[config.mk]
export PLATFORM = sky130hd
export DESIGN_NAME = lcs_length_and_traceback
export DESIGN_NICKNAME = d
export VERILOG_FILES = /design/src/hdl/lcs_pkg.sv /design/src/hdl/lcs_ctrl.sv /design/src/hdl/lcs_dp.sv /design/src/hdl/lcs_length_and_traceback.sv
export SDC_FILE = /design/constraint.sdc
export NUM_CORES = 2
export LEC_CHECK = 0
export ABC_AREA = 1
export BUFFER_PORTS_ARGS = -buffer_cell sky130_fd_sc_hd__buf_2
export CORE_MARGIN = 5
export CORE_UTILIZATION = 50
export CTS_CLUSTER_DIAMETER = 40
export DETAILED_ROUTE_END_ITERATION = 10
export PLACE_DENSITY = 0.65
export SYNTH_ARGS = -nofsm -noshare
export SYNTH_HDL_FRONTEND = slang
export SYNTH_SLANG_ARGS = --single-unit
[constraint.sdc]
create_clock -name clk_i -period 45.6 [get_ports clk_i]
set_input_delay 9.12 -clock clk_i [delete_from_list [all_inputs] [get_ports clk_i]]
set_output_delay 9.12 -clock clk_i [all_outputs]
set_load 0.05 [all_outputs]
[src/hdl/lcs_pkg.sv]
package lcs_pkg;

  // Default capacity of each string, in symbols.
  localparam int unsigned MAX_LEN_DEF = 32;

  // Width of one symbol and of the result value field.
  localparam int unsigned SYM_W = 8;

  // Result kinds.
  localparam logic KIND_LENGTH = 1'b0;
  localparam logic KIND_SYMBOL = 1'b1;

  // Input actions. The fourth code is ignored by the block.
  typedef enum logic [1:0] {
    ACT_APPEND_FIRST  = 2'd0,
    ACT_APPEND_SECOND = 2'd1,
    ACT_COMPUTE       = 2'd2
  } action_e;

  // Direction codes stored per table cell.
  typedef enum logic [1:0] {
    DIR_DIAG = 2'd0,
    DIR_UP   = 2'd1,
    DIR_LEFT = 2'd2
  } dir_e;

  // Controller states.
  typedef enum logic [3:0] {
    ST_IDLE,
    ST_ROW,
    ST_CELL,
    ST_FLUSH,
    ST_TB_RD,
    ST_TB_EV,
    ST_LEN,
    ST_SYM_RD,
    ST_SYM_WAIT
  } state_e;

  // One input item.
  typedef struct packed {
    action_e          action;
    logic [SYM_W-1:0] symbol;
  } in_item_t;

  // One result item.
  typedef struct packed {
    logic             kind;
    logic [SYM_W-1:0] value;
    logic             overflow;
    logic             last;
  } out_item_t;

  // Commands from the controller to the datapath.
  typedef struct packed {
    logic accept;     // input item taken this cycle
    logic start;      // compute taken: capture lengths, clear strings
    logic row_start;  // read the first-string symbol of the current row
    logic cell_issue; // read operands of the current cell
    logic tb_issue;   // read direction and symbol of the traceback cell
    logic tb_step;    // apply the traceback direction
    logic load_len;   // load the length result into the output register
    logic sym_issue;  // read the next picked symbol
    logic load_sym;   // load a symbol result into the output register
  } cmd_t;

  // Status from the datapath to the controller.
  typedef struct packed {
    logic empty;      // one of the live strings is empty
    logic col_last;   // current column is the last one
    logic row_last;   // current row is the last one
    logic tb_done;    // traceback reached an edge of the table
    logic out_free;   // output register can take a new item
    logic sym_none;   // the subsequence is empty
    logic sym_last;   // the symbol pointer is at slot zero, the last symbol
  } sts_t;

endpackage

[src/hdl/lcs_ctrl.sv]
module lcs_ctrl (
  input  logic              clk_i,
  input  logic              rst_ni,
  input  logic              in_valid_i,
  input  lcs_pkg::action_e  in_action_i,
  output logic              in_stall_o,
  input  lcs_pkg::sts_t     sts_i,
  output lcs_pkg::cmd_t     cmd_o
);
  import lcs_pkg::*;

  state_e state_q, state_d;

  // State register.
  always_ff @(posedge clk_i or negedge rst_ni) begin
    if (!rst_ni) begin
      state_q <= ST_IDLE;
    end else begin
      state_q <= state_d;
    end
  end

  // Next state and commands.
  always_comb begin
    state_d    = state_q;
    cmd_o      = '0;
    in_stall_o = 1'b1;
    unique case (state_q)
      ST_IDLE: begin
        in_stall_o   = 1'b0;
        cmd_o.accept = in_valid_i;
        if (in_valid_i && (in_action_i == ACT_COMPUTE)) begin
          cmd_o.start = 1'b1;
          state_d     = sts_i.empty ? ST_LEN : ST_ROW;
        end
      end
      ST_ROW: begin
        cmd_o.row_start = 1'b1;
        state_d         = ST_CELL;
      end
      ST_CELL: begin
        cmd_o.cell_issue = 1'b1;
        if (sts_i.col_last) begin
          state_d = sts_i.row_last ? ST_FLUSH : ST_ROW;
        end
      end
      ST_FLUSH: begin
        state_d = ST_TB_RD;
      end
      ST_TB_RD: begin
        if (sts_i.tb_done) begin
          state_d = ST_LEN;
        end else begin
          cmd_o.tb_issue = 1'b1;
          state_d        = ST_TB_EV;
        end
      end
      ST_TB_EV: begin
        cmd_o.tb_step = 1'b1;
        state_d       = ST_TB_RD;
      end
      ST_LEN: begin
        if (sts_i.out_free) begin
          cmd_o.load_len = 1'b1;
          state_d        = sts_i.sym_none ? ST_IDLE : ST_SYM_RD;
        end
      end
      ST_SYM_RD: begin
        cmd_o.sym_issue = 1'b1;
        state_d         = ST_SYM_WAIT;
      end
      ST_SYM_WAIT: begin
        if (sts_i.out_free) begin
          cmd_o.load_sym = 1'b1;
          state_d        = sts_i.sym_last ? ST_IDLE : ST_SYM_RD;
        end
      end
      default: begin
        state_d = ST_IDLE;
      end
    endcase
  end

endmodule

[src/hdl/lcs_dp.sv]
module lcs_dp #(
  parameter int unsigned MAX_LEN = lcs_pkg::MAX_LEN_DEF
) (
  input  logic               clk_i,
  input  logic               rst_ni,
  input  lcs_pkg::in_item_t  in_item_i,
  input  lcs_pkg::cmd_t      cmd_i,
  output lcs_pkg::sts_t      sts_o,
  output logic               out_valid_o,
  input  logic               out_stall_i,
  output lcs_pkg::out_item_t out_item_o
);
  import lcs_pkg::*;

  localparam int unsigned IDX_W  = (MAX_LEN > 1) ? $clog2(MAX_LEN) : 1;
  localparam int unsigned LEN_W  = $clog2(MAX_LEN + 1);
  localparam int unsigned CELLS  = MAX_LEN * MAX_LEN;
  localparam int unsigned DIR_AW = (CELLS > 1) ? $clog2(CELLS) : 1;
  localparam logic [DIR_AW-1:0] ROW_STEP = DIR_AW'(MAX_LEN);
  localparam logic [LEN_W-1:0]  LEN_FULL = LEN_W'(MAX_LEN);
  localparam logic [LEN_W-1:0]  LEN_ONE  = LEN_W'(1);

  // Storage.
  logic [SYM_W-1:0] first_mem  [MAX_LEN];
  logic [SYM_W-1:0] second_mem [MAX_LEN];
  logic [SYM_W-1:0] pick_mem   [MAX_LEN];
  logic [LEN_W-1:0] score_mem  [MAX_LEN];
  dir_e             dir_mem    [CELLS];

  // Registers.
  logic [LEN_W-1:0]  first_len_q, second_len_q;
  logic              dropped_q, ovf_q;
  logic [LEN_W-1:0]  n1_q, n2_q;
  logic [IDX_W-1:0]  row_q, col_q;
  logic [DIR_AW-1:0] row_base_q;
  logic              ev_q, ev_first_q;
  logic [IDX_W-1:0]  ev_col_q;
  logic [DIR_AW-1:0] ev_addr_q;
  logic [LEN_W-1:0]  diag_q, left_q;
  logic [LEN_W-1:0]  i_q, j_q, cnt_q;
  logic [IDX_W-1:0]  ptr_q;
  logic [SYM_W-1:0]  t1_rd_q, t2_rd_q, pick_rd_q;
  logic [LEN_W-1:0]  sc_rd_q;
  dir_e              dir_rd_q;
  logic              out_valid_q;
  out_item_t         out_q;

  // Append decode.
  logic app_first, app_second, first_full, second_full;
  assign app_first   = cmd_i.accept && (in_item_i.action == ACT_APPEND_FIRST);
  assign app_second  = cmd_i.accept && (in_item_i.action == ACT_APPEND_SECOND);
  assign first_full  = (first_len_q == LEN_FULL);
  assign second_full = (second_len_q == LEN_FULL);

  // Traceback indexes, one below the current corner.
  logic [LEN_W-1:0] im1, jm1, cntm1;
  assign im1   = i_q - LEN_ONE;
  assign jm1   = j_q - LEN_ONE;
  assign cntm1 = cnt_q - LEN_ONE;

  logic [IDX_W-1:0] t1_addr;
  assign t1_addr = cmd_i.row_start ? row_q : im1[IDX_W-1:0];

  // Cell evaluation: match extends the diagonal, a tie goes up.
  logic [LEN_W-1:0] up_s, diag_s, left_s, score_new;
  dir_e             dir_new;
  always_comb begin
    up_s   = ev_first_q ? '0 : sc_rd_q;
    diag_s = (ev_col_q == '0) ? '0 : diag_q;
    left_s = (ev_col_q == '0) ? '0 : left_q;
    if (t1_rd_q == t2_rd_q) begin
      score_new = diag_s + LEN_ONE;
      dir_new   = DIR_DIAG;
    end else if (left_s <= up_s) begin
      score_new = up_s;
      dir_new   = DIR_UP;
    end else begin
      score_new = left_s;
      dir_new   = DIR_LEFT;
    end
  end

  // String memories.
  always_ff @(posedge clk_i) begin
    if (app_first && !first_full) begin
      first_mem[first_len_q[IDX_W-1:0]] <= in_item_i.symbol;
    end
    if (cmd_i.row_start || cmd_i.tb_issue) begin
      t1_rd_q <= first_mem[t1_addr];
    end
  end

  always_ff @(posedge clk_i) begin
    if (app_second && !second_full) begin
      second_mem[second_len_q[IDX_W-1:0]] <= in_item_i.symbol;
    end
    if (cmd_i.cell_issue) begin
      t2_rd_q <= second_mem[col_q];
    end
  end

  // Score row memory: holds the previous row, overwritten in place.
  always_ff @(posedge clk_i) begin
    if (ev_q) begin
      score_mem[ev_col_q] <= score_new;
    end
    if (cmd_i.cell_issue) begin
      sc_rd_q <= score_mem[col_q];
    end
  end

  // Direction table.
  always_ff @(posedge clk_i) begin
    if (ev_q) begin
      dir_mem[ev_addr_q] <= dir_new;
    end
    if (cmd_i.tb_issue) begin
      dir_rd_q <= dir_mem[row_base_q + DIR_AW'(jm1)];
    end
  end

  // Picked symbols, written backward and read forward.
  always_ff @(posedge clk_i) begin
    if (cmd_i.tb_step && (dir_rd_q == DIR_DIAG)) begin
      pick_mem[cnt_q[IDX_W-1:0]] <= t1_rd_q;
    end
    if (cmd_i.sym_issue) begin
      pick_rd_q <= pick_mem[ptr_q];
    end
  end

  // Evaluation carries within a row.
  always_ff @(posedge clk_i) begin
    if (ev_q) begin
      diag_q <= up_s;
      left_q <= score_new;
    end
  end

  // Output payload.
  always_ff @(posedge clk_i) begin
    if (cmd_i.load_len) begin
      out_q.kind     <= KIND_LENGTH;
      out_q.value    <= SYM_W'(cnt_q);
      out_q.overflow <= ovf_q;
      out_q.last     <= (cnt_q == '0);
    end else if (cmd_i.load_sym) begin
      out_q.kind     <= KIND_SYMBOL;
      out_q.value    <= pick_rd_q;
      out_q.overflow <= ovf_q;
      out_q.last     <= (ptr_q == '0);
    end
  end

  // Control registers: lengths, counters, pipeline and output valid.
  always_ff @(posedge clk_i or negedge rst_ni) begin
    if (!rst_ni) begin
      first_len_q  <= '0;
      second_len_q <= '0;
      dropped_q    <= 1'b0;
      ovf_q        <= 1'b0;
      n1_q         <= '0;
      n2_q         <= '0;
      row_q        <= '0;
      col_q        <= '0;
      row_base_q   <= '0;
      ev_q         <= 1'b0;
      ev_first_q   <= 1'b0;
      ev_col_q     <= '0;
      ev_addr_q    <= '0;
      i_q          <= '0;
      j_q          <= '0;
      cnt_q        <= '0;
      ptr_q        <= '0;
      out_valid_q  <= 1'b0;
    end else begin
      // Appends; a full string drops the symbol and raises the flag.
      if (app_first) begin
        if (first_full) begin
          dropped_q <= 1'b1;
        end else begin
          first_len_q <= first_len_q + LEN_ONE;
        end
      end
      if (app_second) begin
        if (second_full) begin
          dropped_q <= 1'b1;
        end else begin
          second_len_q <= second_len_q + LEN_ONE;
        end
      end

      // Compute: capture the pair and clear the strings for the next one.
      if (cmd_i.start) begin
        n1_q         <= first_len_q;
        n2_q         <= second_len_q;
        i_q          <= first_len_q;
        j_q          <= second_len_q;
        ovf_q        <= dropped_q;
        dropped_q    <= 1'b0;
        first_len_q  <= '0;
        second_len_q <= '0;
        row_q        <= '0;
        col_q        <= '0;
        row_base_q   <= '0;
        cnt_q        <= '0;
      end

      // Table walk, one cell per issue.
      ev_q <= cmd_i.cell_issue;
      if (cmd_i.cell_issue) begin
        ev_col_q   <= col_q;
        ev_first_q <= (row_q == '0);
        ev_addr_q  <= row_base_q + DIR_AW'(col_q);
        if (sts_o.col_last) begin
          col_q <= '0;
          if (!sts_o.row_last) begin
            row_q      <= row_q + IDX_W'(1);
            row_base_q <= row_base_q + ROW_STEP;
          end
        end else begin
          col_q <= col_q + IDX_W'(1);
        end
      end

      // Traceback step; the row base follows the traceback row.
      if (cmd_i.tb_step) begin
        case (dir_rd_q)
          DIR_DIAG: begin
            cnt_q      <= cnt_q + LEN_ONE;
            i_q        <= im1;
            j_q        <= jm1;
            row_base_q <= row_base_q - ROW_STEP;
          end
          DIR_UP: begin
            i_q        <= im1;
            row_base_q <= row_base_q - ROW_STEP;
          end
          default: begin
            j_q <= jm1;
          end
        endcase
      end

      // Symbol pointer for forward readout.
      if (cmd_i.load_len) begin
        ptr_q <= cntm1[IDX_W-1:0];
      end else if (cmd_i.load_sym) begin
        ptr_q <= ptr_q - IDX_W'(1);
      end

      // Output register valid.
      if (cmd_i.load_len || cmd_i.load_sym) begin
        out_valid_q <= 1'b1;
      end else if (!out_stall_i) begin
        out_valid_q <= 1'b0;
      end
    end
  end

  // Status.
  assign sts_o.empty    = (first_len_q == '0) || (second_len_q == '0);
  assign sts_o.col_last = ((LEN_W'(col_q) + LEN_ONE) == n2_q);
  assign sts_o.row_last = ((LEN_W'(row_q) + LEN_ONE) == n1_q);
  assign sts_o.tb_done  = (i_q == '0) || (j_q == '0);
  assign sts_o.out_free = !out_valid_q || !out_stall_i;
  assign sts_o.sym_none = (cnt_q == '0);
  assign sts_o.sym_last = (ptr_q == '0);

  assign out_valid_o = out_valid_q;
  assign out_item_o  = out_q;

endmodule

[src/hdl/lcs_length_and_traceback.sv]
// Longest common subsequence of two byte strings. Append items add one
// symbol to the first or second string (up to MAX_LEN each; extra symbols
// are dropped and reported through the overflow bit); a compute item empties
// both strings as it is taken, fills the direction table, traces it back
// from the full corner and returns the length followed by the subsequence
// symbols in forward order, with last set on the final result. The table
// fill handles one cell per cycle, with a row step before each row to fetch
// the row symbol; each traceback step (at most n1 + n2 steps for strings of
// lengths n1 and n2) reads the registered direction table and then applies
// the direction; the length and each symbol, read through the pick buffer,
// are loaded into the output register when it is free. The block takes no
// new item while a compute is in progress, but the last result may still
// wait in the output register while the next items are accepted.
module lcs_length_and_traceback #(
  parameter int unsigned MAX_LEN = lcs_pkg::MAX_LEN_DEF
) (
  input  logic               clk_i,
  input  logic               rst_ni,
  input  logic               in_valid_i,
  output logic               in_stall_o,
  input  lcs_pkg::in_item_t  in_item_i,
  output logic               out_valid_o,
  input  logic               out_stall_i,
  output lcs_pkg::out_item_t out_item_o
);
  import lcs_pkg::*;

  cmd_t cmd;
  sts_t sts;

  // Sequencer.
  lcs_ctrl u_ctrl (
    .clk_i       (clk_i),
    .rst_ni      (rst_ni),
    .in_valid_i  (in_valid_i),
    .in_action_i (in_item_i.action),
    .in_stall_o  (in_stall_o),
    .sts_i       (sts),
    .cmd_o       (cmd)
  );

  // Storage, table walk, traceback and output register.
  lcs_dp #(
    .MAX_LEN (MAX_LEN)
  ) u_dp (
    .clk_i       (clk_i),
    .rst_ni      (rst_ni),
    .in_item_i   (in_item_i),
    .cmd_i       (cmd),
    .sts_o       (sts),
    .out_valid_o (out_valid_o),
    .out_stall_i (out_stall_i),
    .out_item_o  (out_item_o)
  );

  // Only one memory read phase is active at a time.
  assert property (@(posedge clk_i) disable iff (!rst_ni)
    $onehot0({cmd.row_start, cmd.cell_issue, cmd.tb_issue, cmd.sym_issue}))
    else $error("more than one read phase active");

  // A result is loaded only when the output register can take it.
  assert property (@(posedge clk_i) disable iff (!rst_ni)
    (cmd.load_len || cmd.load_sym) |-> sts.out_free)
    else $error("result loaded over a pending result");

  // An accepted compute holds off further input on the next cycle.
  assert property (@(posedge clk_i) disable iff (!rst_ni)
    (in_valid_i && !in_stall_o && (in_item_i.action == ACT_COMPUTE)) |=> in_stall_o)
    else $error("input accepted right after a compute");

  // A compute of two non-empty strings starts the table walk on the next cycle.
  assert property (@(posedge clk_i) disable iff (!rst_ni)
    (cmd.start && !sts.empty) |=> cmd.row_start)
    else $error("table walk did not start after compute");

endmodule
==> out/qor.tcl <==
set qor(synth_top_cell_area_share_pct) 68.9
set qor(maximum_fanout_along_the_worst_path) 4
set qor(total_routing_resource_utilization_after_global_routing_pct) 25.2
set qor(timing.max_slew.rel_slack_pct) 14.0
set qor(ys.warnings.count) 0
set qor(crit_slowest_cell) {sky130_fd_sc_hd__dfrtp_1}
set qor(sink_count_of_the_clock_tree) 3154
set qor(cap_viol_max_count) 0
set qor(grt_setup_unrepaired) {no}
set qor(postSynthNetCount) 12100
set qor(via_count_of_the_routed_design) 92200
set qor(cts_max_path_buffers) 4
set qor(numCtsBuffers) 422
set qor(antenna_left) 0
set qor(cts_htree_levels) 5
set qor(totalWireLength_mm) 360
set qor(yosysSeqAreaShare_pct) 70.7
set qor(max_freq_mhz) 90.0
set qor(wire_length_of_the_first_global_routing_pass_mm) 541
set qor(die_y_um) 526
set qor(drt_pass_1_iters) 8
set qor(placed_wire_length_estimate_after_detailed_placement_mm) 195
set qor(post_drt_wl_per_cell_um) 23.0
set qor(place_ws_ns) 34.01
set qor(grt_start_max_net_pins) 198
set qor(setup_ws_ns) 34.49
set qor(cts_tree) {built}
set qor(count_of_buffers_inserted_at_the_top_level_ports) 26
set qor(worst-path-stages) 5
set qor(timing_worst_setup_path_type) {flip-flop to output pin}
set qor(cts_resized) 0
set qor(synth_top_cells_by_count) {3060 x sky130_fd_sc_hd__edfxtp_1, 2933 x sky130_fd_sc_hd__nand2_1, 1877 x sky130_fd_sc_hd__nand3_1}
set qor(rows) 189
set qor(worst_skew_pair_later_pin_latency_ns) 0.92
set qor(synth_edf_count) 3060
set qor(buffers_inserted_by_post_cts_timing_repair) 0
set qor(worst_margin_pin_slew_ns) 1.29
set qor(multiInputGateArea_um2) 34600
set qor(cts-hold-fix-buffers) 0
set qor(hp-class) {flip-flop to flip-flop}
set qor(critical_path.top_delay_family) {flip-flops}
set qor(rr_worst_depth) 11
set qor(antenna_found_initial) 10
set qor(yosys.cell_count.top_type) {sky130_fd_sc_hd__edfxtp_1}
set qor(drive_gt1_share_pct) 8.11
set qor(fillerInstances) 21700
set qor(start_util_pct) 50.2
set qor(drc_marker_count_from_the_first_detailed_route_iteration) 10500
set qor(holdPathStages) 2
set qor(drc) 0
set qor(nets) 11800
set qor(cts-root-buf) {sky130_fd_sc_hd__clkbuf_16}
set qor(timing.final.crit_share_pct) 24.4
set qor(clock_skew_ns) 0.0603
set qor(floorplan.io_pins) 27
set qor(worst_ep_arrival_time_ns) 1.99
set qor(fp.dieW_um) 526
set qor(synthToLayoutAreaGrowth_pct) 12.6
set qor(crit_path_start_kind) {flip-flop}
set qor(syn_area_um2) 133000
set qor(final-setup-viol-count) 0
set qor(avgViaCountPerCell) 5.89
set qor(synth_flop_cell) {sky130_fd_sc_hd__edfxtp_1}
set qor(dieArea_um2) 277000
set qor(synth_top_cells_by_area) {sky130_fd_sc_hd__edfxtp_1 69%, sky130_fd_sc_hd__nand2_1 8.3%, sky130_fd_sc_hd__nand3_1 7.0%}
set qor(outcome) {finished clean}
set qor(setup-tns-final_ns) 0
set qor(post_synth_inst_count) 12000
set qor(count_of_final_max_slew_check_failures) 0
set qor(final-hold-violation-count) 0
set qor(clkTransAtPathRegs_ns) 0.06
set qor(syn-mean-instance-area_um2) 11.1
set qor(critPathMaxStageDelay_ns) 0.41
set qor(worst_setup_path_end_kind) {output pin}
set qor(synthDominantAreaCellType) {sky130_fd_sc_hd__edfxtp_1}
set qor(synth_cell_type_count) 51
set qor(overflow) 0
set qor(cp_cell_sequence) {nor2_4, inv_2, nor2_4, inv_2, buf_2}
set qor(crit_required_ns) 36.48
set qor(cp.buffers_inverters) 3
set qor(via_count_of_the_first_global_routing_pass) 89600
set qor(synth-async-reset-ratio_pct) 2.89
set qor(place.gp.congestion) 0.890
set qor(floorplan.core_area_um2) 265000
set qor(layout.area.seq_um2) 94200
set qor(min_period_ns) 11.11
set qor(synth.ff_latch_count) 3154
-- through the flow --
stage | util, % | hold slack [ns] | area [µm²] | instances
6_report | 56.6 | 0.479 | 150000 | 15700
4_1_cts | 56.6 | 0.479 | 150000 | 15700
3_3_place_gp | 51.1 | 0.480 | 136000 | 14900
5_1_grt | 56.6 | 0.495 | 150000 | 15700
3_5_place_dp | 51.1 | 0.466 | 136000 | 14900
2_1_floorplan | - | 0.425 | 133000 | 12000
-- final cells by class --
| cell class | count | share of cell area, % |
|---|---|---|
| diodes | 3 | 0.00500 |
| inverters | 237 | 0.611 |
| well taps | 3533 | 2.94 |
| clock inverters | 292 | 2.32 |
| clock buffers | 479 | 7.30 |
| repair buffers | 186 | 0.985 |
| flip-flops and latches | 3154 | 62.8 |
| multi-input cells | 7778 | 23.1 |
-- worst register-to-register path: cells and delay by family, from the launching register on --
kind,cells,cell delay [ns]
AND/OR/NAND/NOR,4,1.31
AO/OA/AOI/OAI,1,0.05
buffers and inverters,6,4.01
flip-flops,1,1.20
-- path summary, 6_finish.rpt --
path,startpoint,slack [ns],to
setup / recovery,u_ctrl.state_q[3],34.49,in_stall_o
hold / removal,u_dp.pick_rd_q[7],0.48,u_dp.out_item_o[9]
setup reg to reg,u_dp.t1_rd_q[3],38.67,u_dp.dir_mem[746][0]
hold reg to reg,u_dp.pick_rd_q[7],0.48,u_dp.out_item_o[9]
max in group asynchronous,rst_ni,36.06,u_dp.col_q[0]
min in group asynchronous,rst_ni,8.14,u_dp.out_valid_o
-- cell families (layout without fill, tap and decap cells) --
logic type	Yosys count	after routing	share of synthesized area, %
flops	3154	3154	70.7
fa+ha+maj	42	42	0.406
simple gates	6683	6683	20.7
buf+inv	1093	1194	3.55
xor+xnor	32	32	0.224
other cells	0	3	0
compound gates	1019	1019	4.36
mux	2	2	0.0160
-- metal layers --
layer | part of all wire [%] | up-vias | global-route usage, %
met5 | 0.020 | - | 0
met3 | 9.6 | 808 | 4.85
met2 | 47 | 4528 | 40.4
met1 | 39 | 45300 | 34.5
met4 | 4.0 | 10 | 9.56
li1 | - | 41600 | -
-- cell usage in the layout, fill, tap and decap left out, types with 15 or more instances in the layout --
cell	synthesis	layout
sky130_fd_sc_hd__a21oi_1	38	38
sky130_fd_sc_hd__buf_2	373	17
sky130_fd_sc_hd__buf_4	34	159
sky130_fd_sc_hd__bufinv_16	0	57
sky130_fd_sc_hd__clkbuf_1	415	47
sky130_fd_sc_hd__clkbuf_16	0	429
sky130_fd_sc_hd__clkinv_1	4	43
sky130_fd_sc_hd__clkinv_2	0	57
sky130_fd_sc_hd__clkinv_4	0	34
sky130_fd_sc_hd__clkinvlp_4	0	49
sky130_fd_sc_hd__dfrtp_1	91	86
sky130_fd_sc_hd__edfxtp_1	3060	3060
sky130_fd_sc_hd__ha_1	40	39
sky130_fd_sc_hd__inv_1	218	215
sky130_fd_sc_hd__inv_2	15	15
sky130_fd_sc_hd__inv_6	0	35
sky130_fd_sc_hd__nand2_1	2933	2896
sky130_fd_sc_hd__nand2_2	8	36
sky130_fd_sc_hd__nand3_1	1877	1874
sky130_fd_sc_hd__nor2_1	1800	1799
sky130_fd_sc_hd__nor3_1	29	29
sky130_fd_sc_hd__o21ai_0	611	611
sky130_fd_sc_hd__o21ai_1	21	20
sky130_fd_sc_hd__o221ai_1	70	64
sky130_fd_sc_hd__o22ai_1	224	224
sky130_fd_sc_hd__xor2_1	26	26
-- registers in the layout (all words and copies together) (netlist names), 8 cells and up --
signal,count
u_dp.dir_mem,2048
u_dp.ev_addr_q,10
u_dp.first_mem,256
u_dp.out_item_o,11
u_dp.pick_mem,256
u_dp.pick_rd_q,8
u_dp.row_base_q,10
u_dp.score_mem,192
u_dp.second_mem,256
u_dp.t1_rd_q,8
u_dp.t2_rd_q,8
Power is left out: the tool's default activity adds up to more than one toggle a clock period on the data nets, which glitch-free logic cannot reach.
